### config.mk
export PLATFORM = sky130hd
export DESIGN_NAME = lidar_sample_frame_resync_decoder_core
export DESIGN_NICKNAME = d
export VERILOG_FILES = /design/src/hw/rtl/lsfrd_pkg.sv /design/src/hw/rtl/lidar_sample_frame_resync_decoder_core.sv /design/src/hw/rtl/lsfrd_frame_check.sv /design/src/hw/rtl/lsfrd_result_reg.sv
export SDC_FILE = /design/constraint.sdc
export NUM_CORES = 1
export LEC_CHECK = 0
export BUFFER_PORTS_ARGS = -buffer_cell sky130_fd_sc_hd__buf_4
export CAP_MARGIN = 10
export CELL_PAD_IN_SITES_DETAIL_PLACEMENT = 1
export CELL_PAD_IN_SITES_GLOBAL_PLACEMENT = 2
export CORE_ASPECT_RATIO = 0.5
export CORE_MARGIN = 1
export CORE_UTILIZATION = 39
export CTS_CLUSTER_SIZE = 25
export DETAILED_ROUTE_END_ITERATION = 8
export PLACE_DENSITY_LB_ADDON = 0.1
export SLEW_MARGIN = 10
export SYNTH_ARGS = -nofsm -noshare
export SYNTH_HDL_FRONTEND = slang
export SYNTH_HIERARCHICAL = 1
export SYNTH_SLANG_ARGS = --single-unit
### constraint.sdc
create_clock -name clk_i -period 2.24 [get_ports clk_i]
set_input_delay 0.224 -clock clk_i [delete_from_list [all_inputs] [get_ports clk_i]]
set_output_delay 0.224 -clock clk_i [all_outputs]
set_load 0.005 [all_outputs]
### src/hw/rtl/lsfrd_pkg.sv
// shared types and constants for the scan sample frame decoder
package lsfrd_pkg;

  // bytes held in the window before the fifth one arrives
  localparam int unsigned HeldMax = 4;
  localparam int unsigned ByteW   = 8;
  localparam int unsigned FillW   = 3;
  localparam int unsigned QualW   = 6;
  localparam int unsigned AngleW  = 15;
  localparam int unsigned DistW   = 16;
  localparam int unsigned CountW  = 32;

  // bit positions checked in the header bytes
  localparam int unsigned StartBit    = 0;
  localparam int unsigned InvStartBit = 1;
  localparam int unsigned CheckBit    = 0;

  // result status codes
  localparam logic StatusSample = 1'b0;
  localparam logic StatusResync = 1'b1;

  typedef logic [ByteW-1:0]  byte_t;
  typedef logic [FillW-1:0]  fill_t;
  typedef logic [CountW-1:0] count_t;

  // one decoded result
  typedef struct packed {
    logic              status;
    logic              rev_start;
    logic [QualW-1:0]  quality;
    logic [AngleW-1:0] angle_code;
    logic [DistW-1:0]  dist_code;
    count_t            good_frames;
    count_t            bad_windows;
  } sample_t;

endpackage

### src/hw/rtl/lidar_sample_frame_resync_decoder_core.sv
// top level of the five byte scan sample frame decoder
//
//   channel  | handshake                  | payload
//   ---------+----------------------------+--------------------------------
//   input    | in_valid_i / in_ready_o    | rx_byte_i
//   output   | out_valid_o / out_ready_i  | status_o .. bad_windows_o
//
// one byte per cycle sustained while results are taken; a result shows on the
// output once its fifth byte has passed the input register, then the result register
// bytes that only fill the window give no result and never stall
// the input stage stalls only while it holds a window-completing byte and
// the result register is full and not being taken
// reset empties the window and clears both counters at once, no sweep
module lidar_sample_frame_resync_decoder_core
  import lsfrd_pkg::*;
(
  input  logic                     clk_i,
  input  logic                     rst_ni,
  input  logic                     in_valid_i,
  output logic                     in_ready_o,
  input  logic [ByteW-1:0]         rx_byte_i,
  output logic                     out_valid_o,
  input  logic                     out_ready_i,
  output logic                     status_o,
  output logic                     rev_start_o,
  output logic [QualW-1:0]         quality_o,
  output logic [AngleW-1:0]        angle_code_o,
  output logic [DistW-1:0]         dist_code_o,
  output logic [CountW-1:0]        good_frames_o,
  output logic [CountW-1:0]        bad_windows_o
);

  logic    s1_valid_q;
  byte_t   s1_byte_q;
  logic    s1_go;
  logic    has_result;
  logic    res_free;
  sample_t result;
  sample_t out_data;

  // stage 1 moves on unless its result has nowhere to go
  assign s1_go      = s1_valid_q && (!has_result || res_free);
  assign in_ready_o = !s1_valid_q || s1_go;

  // input register
  always_ff @(posedge clk_i or negedge rst_ni) begin
    if (!rst_ni) begin
      s1_valid_q <= 1'b0;
    end else if (in_ready_o) begin
      s1_valid_q <= in_valid_i;
    end
  end

  always_ff @(posedge clk_i) begin
    if (in_ready_o && in_valid_i) begin
      s1_byte_q <= rx_byte_i;
    end
  end

  lsfrd_frame_check u_check (
    .clk_i        (clk_i),
    .rst_ni       (rst_ni),
    .byte_i       (s1_byte_q),
    .fire_i       (s1_go),
    .has_result_o (has_result),
    .result_o     (result)
  );

  lsfrd_result_reg u_result (
    .clk_i   (clk_i),
    .rst_ni  (rst_ni),
    .load_i  (s1_go && has_result),
    .data_i  (result),
    .free_o  (res_free),
    .valid_o (out_valid_o),
    .ready_i (out_ready_i),
    .data_o  (out_data)
  );

  // result fields to ports
  assign status_o      = out_data.status;
  assign rev_start_o   = out_data.rev_start;
  assign quality_o     = out_data.quality;
  assign angle_code_o  = out_data.angle_code;
  assign dist_code_o   = out_data.dist_code;
  assign good_frames_o = out_data.good_frames;
  assign bad_windows_o = out_data.bad_windows;

endmodule

### src/hw/rtl/lsfrd_frame_check.sv
// byte window, frame check, field decode and running counters
module lsfrd_frame_check
  import lsfrd_pkg::*;
(
  input  logic    clk_i,
  input  logic    rst_ni,
  input  byte_t   byte_i,
  input  logic    fire_i,
  output logic    has_result_o,
  output sample_t result_o
);

  byte_t  window_q [HeldMax];
  fill_t  fill_q;
  count_t good_q;
  count_t bad_q;

  logic   full;
  logic   pass;
  count_t good_inc;
  count_t bad_inc;

  // header check on the first two of the four held bytes
  assign full     = fill_q[FillW-1];
  assign pass     = (window_q[0][StartBit] ^ window_q[0][InvStartBit]) & window_q[1][CheckBit];
  assign good_inc = good_q + count_t'(1);
  assign bad_inc  = bad_q + count_t'(1);

  assign has_result_o = full;

  // result fields; a rejected window sets only status and the counters, the rest zero
  always_comb begin
    result_o = '0;
    if (pass) begin
      result_o.status      = StatusSample;
      result_o.rev_start   = window_q[0][StartBit];
      result_o.quality     = window_q[0][ByteW-1:2];
      result_o.angle_code  = {window_q[2], window_q[1][ByteW-1:1]};
      result_o.dist_code   = {byte_i, window_q[3]};
      result_o.good_frames = good_inc;
      result_o.bad_windows = bad_q;
    end else begin
      result_o.status      = StatusResync;
      result_o.good_frames = good_q;
      result_o.bad_windows = bad_inc;
    end
  end

  // window fill, shift on reject, clear on a good frame
  always_ff @(posedge clk_i or negedge rst_ni) begin
    if (!rst_ni) begin
      for (int i = 0; i < HeldMax; i++) begin
        window_q[i] <= '0;
      end
      fill_q <= '0;
      good_q <= '0;
      bad_q  <= '0;
    end else if (fire_i) begin
      if (!full) begin
        window_q[fill_q[1:0]] <= byte_i;
        fill_q                <= fill_q + fill_t'(1);
      end else if (pass) begin
        fill_q <= '0;
        good_q <= good_inc;
      end else begin
        for (int i = 0; i < HeldMax - 1; i++) begin
          window_q[i] <= window_q[i+1];
        end
        window_q[HeldMax-1] <= byte_i;
        fill_q              <= fill_t'(HeldMax);
        bad_q               <= bad_inc;
      end
    end
  end

`ifndef SYNTHESIS
  a_fill_range: assert property (@(posedge clk_i) disable iff (!rst_ni)
    fill_q <= fill_t'(HeldMax))
    else $error("fill level above window depth");

  a_fill_step: assert property (@(posedge clk_i) disable iff (!rst_ni)
    fire_i && !full |=> fill_q == $past(fill_q) + fill_t'(1) && good_q == $past(good_q))
    else $error("partial window did not just grow");

  a_good_clear: assert property (@(posedge clk_i) disable iff (!rst_ni)
    fire_i && full && pass |=> fill_q == '0 && good_q == $past(good_q) + count_t'(1))
    else $error("good frame did not empty window or count");

  a_bad_shift: assert property (@(posedge clk_i) disable iff (!rst_ni)
    fire_i && full && !pass |=> fill_q == fill_t'(HeldMax) && bad_q == $past(bad_q) + count_t'(1)
      && window_q[HeldMax-1] == $past(byte_i))
    else $error("rejected window not shifted or counted");

  a_idle_hold: assert property (@(posedge clk_i) disable iff (!rst_ni)
    !fire_i |=> $stable(fill_q) && $stable(good_q) && $stable(bad_q))
    else $error("state moved without a transaction");
`endif

endmodule

### src/hw/rtl/lsfrd_result_reg.sv
// output register holding one decoded result until taken
module lsfrd_result_reg
  import lsfrd_pkg::*;
(
  input  logic    clk_i,
  input  logic    rst_ni,
  input  logic    load_i,
  input  sample_t data_i,
  output logic    free_o,
  output logic    valid_o,
  input  logic    ready_i,
  output sample_t data_o
);

  logic    valid_q;
  sample_t data_q;

  // register can take a new result when empty or being drained
  assign free_o  = !valid_q || ready_i;
  assign valid_o = valid_q;
  assign data_o  = data_q;

  always_ff @(posedge clk_i or negedge rst_ni) begin
    if (!rst_ni) begin
      valid_q <= 1'b0;
    end else if (free_o) begin
      valid_q <= load_i;
    end
  end

  always_ff @(posedge clk_i) begin
    if (free_o && load_i) begin
      data_q <= data_i;
    end
  end

endmodule

== After elaboration in Yosys (flattened, before gate mapping) ==
Index checks and enable logic that the tools add are counted.
Operators by class
  $lt $le $gt $ge: 2
  equality and inequality tests: 1
  reduce and logical (&&, ||, !) cells: 14
  $add $sub $neg: 3
  bitwise operators: 4
  multiplexer cells: 9
Operator list (count)
  $add A32 B1 Y32 const B: 2
  $mux W32: 2
  $mux W64: 1
  $bwmux W32: 1
  $demux W8 S2: 1
  $mux W8: 1
  $mux W3: 2
  $reduce_and A3 Y1: 2
  $logic_and A1 B1 Y1: 5
  $add A3 B1 Y3 const B: 1
  $ge A3 B3 Y1 const B: 1
  $logic_not A1 Y1: 3
  $logic_or A1 B1 Y1: 3
  $lt A3 B1 Y1 const B: 1
  $not A2 Y3: 1
  $ne A2 B2 Y1 const B: 1
  $reduce_and A2 Y1: 1
  $and A1 B1 Y1: 1
  $mux W1: 1
  $not A1 Y1: 1
  $xor A1 B1 Y1: 1
Storage, ports and cells
  output and inout port bits: 105
  input port bits: 12
  bits in registers: 212
  logic and storage cells: 50

== Logic depth before layout (Yosys ltp) ==
  depth in word-level cells: 7
  depth in mapped cells: 8

== Hierarchy ==
The synthesis kept the hierarchy.
Modules (own cells, without submodules)
  lsfrd_frame_check: times used 1, area each 6112.1 um^2, sequential area each 2477.4 um^2, cells each 659
  lsfrd_result_reg: times used 1, area each 3146.8 um^2, sequential area each 3118.0 um^2, cells each 107
  lidar_sample_frame_resync_decoder_core: times used 1, area each 319.1 um^2, sequential area each 265.3 um^2, cells each 15

== Worst setup path before layout ==
OpenSTA, ideal clock, no wires.
  path type: reg-to-reg
  start: register u_result.valid_q (netlist: u_result/valid_o)
  end: register u_check.good_q[17]
  cell stages (with the launch flop): 9
  required time: 2.161 ns
  setup slack: 0.240 ns
  setup time: 0.079 ns
  arrival time: 1.921 ns
  cell sequence: dfrtp_1 -> nand2b_4 -> inv_1 -> a21boi_0 -> nand3_1 -> or4_1 -> buf_2 -> nor3_1 -> xor2_1
On the way
  word-level cells in the longest chain between the ends: 5
Ends and longest elaborated chain
  from (decl): RTL line lsfrd_result_reg.sv:15  | logic valid_q;
  from (signal assigned): RTL line lsfrd_result_reg.sv:27  | valid_q <= load_i;
  $logic_not A1 Y1: RTL line lsfrd_result_reg.sv:19  | assign free_o = !valid_q || ready_i;
  $logic_or A1 B1 Y1: RTL line lsfrd_result_reg.sv:19
  named net res_free: RTL line lidar_sample_frame_resync_decoder_core.sv:37  | logic res_free;
  $logic_or A1 B1 Y1: RTL line lidar_sample_frame_resync_decoder_core.sv:42  | assign s1_go = s1_valid_q && (!has_result || res_free);
  $logic_and A1 B1 Y1: RTL line lidar_sample_frame_resync_decoder_core.sv:42
  named net s1_go: RTL line lidar_sample_frame_resync_decoder_core.sv:35  | logic s1_go;
  $reduce_and A3 Y1 (no line)
  to (signal assigned): RTL line lsfrd_frame_check.sv:64  | good_q <= good_inc;
  to (decl): RTL line lsfrd_frame_check.sv:15  | count_t good_q;
The timed path passes the listed nets, and every way through them passes these cells.
A chain may end at the register's enable or synchronous reset.

==> flow_summary.json <==
{
  "ios": 117,
  "endpoint_kind": "flop",
  "ys_async_sr_fraction_pct": 47.6,
  "grt_usage_pct": 19.1,
  "dp.cells": 1202,
  "initial_core_util_pct": 39.9,
  "crit_type": "reg2reg",
  "synth_edf_count": 111,
  "timing.final.hold_violations": 0,
  "antenna_found_initial": 0,
  "dieWidth_um": 224,
  "cp_slowest_cell": "xnor2_2",
  "avgSynthCellArea_sq_um": 12.3,
  "max_freq_ghz": 0.482,
  "r2r_setup_slack_ns": 0.16,
  "max-vdd-ir-drop_v": 0.000518,
  "fin_crit_ns": 2.08,
  "clock_path_buffers": 3,
  "path_max_fanout": 14,
  "clock-root-buffer": "clkbuf_16",
  "die-area_sq_um": 25200,
  "rows": 40,
  "holdCritStartpoint": "out_ready_i",
  "max_stage_delay_ns": 0.60,
  "final_layout_size_suffix_gt1_share_pct": 22.6,
  "final_core_util_pct": 48.8,
  "syn-num-nets": 799,
  "finalCritPeriodShare_pct": 92.7,
  "yosysSeqAreaShare_pct": 61.2,
  "relSlewSlack_pct": 54.9,
  "drtAntennaViolNets": 0,
  "finalSetupViolCount": 0,
  "final_cells": 1250,
  "synth_top_area_share_pct": 34.8,
  "synthCells": 781,
  "r2r-start": "u_check/window_q[25]",
  "vias": 6661,
  "synth_largest_area_cell": "edfxtp_1",
  "synth_area_sq_um": 9580,
  "powerDensity_nw_per_um2": 1010,
  "rsz0062_at_grt": "false",
  "synth_area_leaders": "edfxtp_1, dfrtp_1, xnor2_1",
  "yosys_warnings": 6,
  "hp-class": "in2reg",
  "overflow": 0,
  "reg2reg_to": "u_result/data_o[39]",
  "grt_start_max_net_pins": 65,
  "fin_setup_tns_ns": 0,
  "synth-main-ff-cell": "edfxtp_1",
  "r2r.worst_path.cells": 5,
  "n_antenna_cell": 0,
  "numPortBuffers": 116,
  "critPathRequiredTime_ns": 2.49,
  "dpl.hpwl_um": 15900,
  "worstPathBufferInverterCount": 1,
  "drv_cap": 0,
  "arrival_ns": 2.32,
  "design.core.area_sq_um": 24000,
  "power_leakage_nw": 4.66,
  "status": "complete, no violations",
  "firstDrtPassIters": 6,
  "die_y_um": 113,
  "detail_route.vias_per_cell": 5.33,
  "grt_pass1_vias": 7002,
  "tightestPinTransition_ns": 0.673,
  "drt-initial-drc-count": 347,
  "gp_congestion": 0.813,
  "cp-start-kind": "flop",
  "synth-seq-cells": 212,
  "ys_types": 46,
  "layout.nets": 939,
  "path_clk_slew_ns": 0.07,
  "fin_skew_ns": 0.0123,
  "crit_family": "XOR/XNOR gates",
  "drc_errors": 0,
  "syn_to_final_growth_pct": 22.4,
  "cts_tree": "built",
  "holdPathEnd": "u_result/valid_o",
  "grt_pass1_wl_um": 38200,
  "min_delay_path_depth": 3,
  "cts_buffers": 21,
  "h-tree-depth": 1,
  "routed_wl_um": 23300,
  "clock_latency_ns": 0.51,
  "wl_per_cell_um": 18.7,
  "cp_cell_sequence": "xnor2_2 -> nor3_1 -> buf_12 -> and3_1 -> xor2_1",
  "numClockSinks": 212,
  "drv_slew": 0
}
[final cells by class]
| class | instances | area (sq um) |
|---|---|---|
| Clock buffer | 31 | 573 |
| Inverter | 9 | 33.8 |
| Clock inverter | 6 | 25.0 |
| Timing Repair Buffer | 166 | 1320 |
| Fill cell | 2525 | 12300 |
| Tap cell | 315 | 394 |
| Sequential cell | 212 | 5860 |
| Multi-Input combinational cell | 511 | 3510 |
[kinds of logic (layout without fill, tap and decap cells)]
family / Yosys count / after routing / share of synthesized area [%]
simple gates: 291 / 291 / 17.4
flops: 212 / 212 / 61.2
xor+xnor: 126 / 126 / 11.6
compound gates: 79 / 79 / 5.55
buf+inv: 58 / 212 / 2.40
mux: 9 / 9 / 1.06
fa+ha+maj: 6 / 6 / 0.784
[report_power, final]
part / switching (W) / leakage, nW / total (W) / internal (W)
logic: 0.00172 / 2.04 / 0.00305 / 0.00132
registers: 0.000570 / 2.33 / 0.00558 / 0.00501
clock network: 0.00146 / 0.291 / 0.00323 / 0.00177
total: 0.00376 / 4.66 / 0.0119 / 0.00810
[Yosys cell counts (11+ instances only)]
cell	number
edfxtp_1	111
nand4_1	47
dfrtp_1	101
nand2_1	61
o22ai_1	31
nor2_1	17
and3_1	51
xnor2_1	103
nor3_1	11
nand2b_1	20
nand3_1	43
xor2_1	22
clkbuf_1	38
a21oi_1	18
[stage by stage]
stage | instance area (sq um) | hold WS, ns | worst slack (ns) | power (W)
2_1_floorplan | 9580 | -0.0716 | 0.240 | 0.00730
3_3_place_gp | 11000 | 0.0956 | 0.126 | 0.00861
3_5_place_dp | 11000 | 0.0979 | 0.0210 | 0.00872
4_1_cts | 11700 | 0.00223 | 0.108 | 0.0120
5_1_grt | 11700 | 0.0252 | 0.0549 | 0.0126
6_report | 11700 | 0.0208 | 0.164 | 0.0119
[how the worst max path moves through the flow]
stage,to,cells past startpoint,startpoint
global placement,u_check/good_q[17],7,u_result/valid_o
finish,u_result/data_o[39],5,u_check/window_q[25]
CTS,u_result/data_o[12],5,u_check/bad_q[0]
detailed placement,u_check/good_q[17],7,u_result/valid_o
floorplan,u_check/good_q[17],8,u_result/valid_o
global route,u_result/data_o[36],5,u_check/window_q[25]
[layer usage]
layer,vias up,global-route usage [%],wire (um)
met5,-,0,0
met4,0,4.47,444
met3,33,3.51,710
met2,100,32.2,11500
met1,3406,25.8,10700
li1,3122,-,-
[worst reg2reg max path: cells and delay by family (launching register included)]
| kind | cells | cell delay [ns] |
|---|---|---|
| flops | 1 | 0.48 |
| simple gates | 2 | 0.40 |
| buf+inv | 1 | 0.20 |
| xor+xnor | 2 | 0.74 |
[what timing repair did]
item | 4_1_cts | 5_1_grt
resized for setup | 1 | 2
hold buffers | 10 | 0
setup endpoints to repair | 1 | 17
hold endpoints to repair | 110 | 0
pin swaps | 0 | 1
setup buffers | 0 | 1
[layout by cell type (no fill, tap or decap), types with 2 or more instances in the layout]
cell type and count:
and2_1 6, and3_1 51, a22oi_1 7, and4_1 8, edfxtp_1 111, clkbuf_1 9
a2111oi_4 2, nand3_1 43, mux2_2 9, clkinv_2 2, nor2_1 17, dlygate4sd3_1 10
buf_4 152, buf_12 4, nand2_1 61, a211oi_1 3, nor4_2 7, a21oi_1 18
dfrtp_1 101, nor3_1 11, nand4b_1 3, nand4_1 47, o22ai_1 31, clkinv_1 6
nand2b_1 20, and2_4 2, clkbuf_16 21, inv_1 7, o21ai_0 10, ha_1 6
xnor2_1 103, nor4_1 6, xor2_1 21
[sequential cells by signal, summed over array words and instances (netlist names)]
name and cells:
u_check/good_q 32, u_result/data_o 103, u_check/fill_q 3, u_check/bad_q 32, s1_byte_q 8, u_check/window_q 32
u_result/valid_o 1, s1_valid_q 1
(Power assumes the default switching activity.)
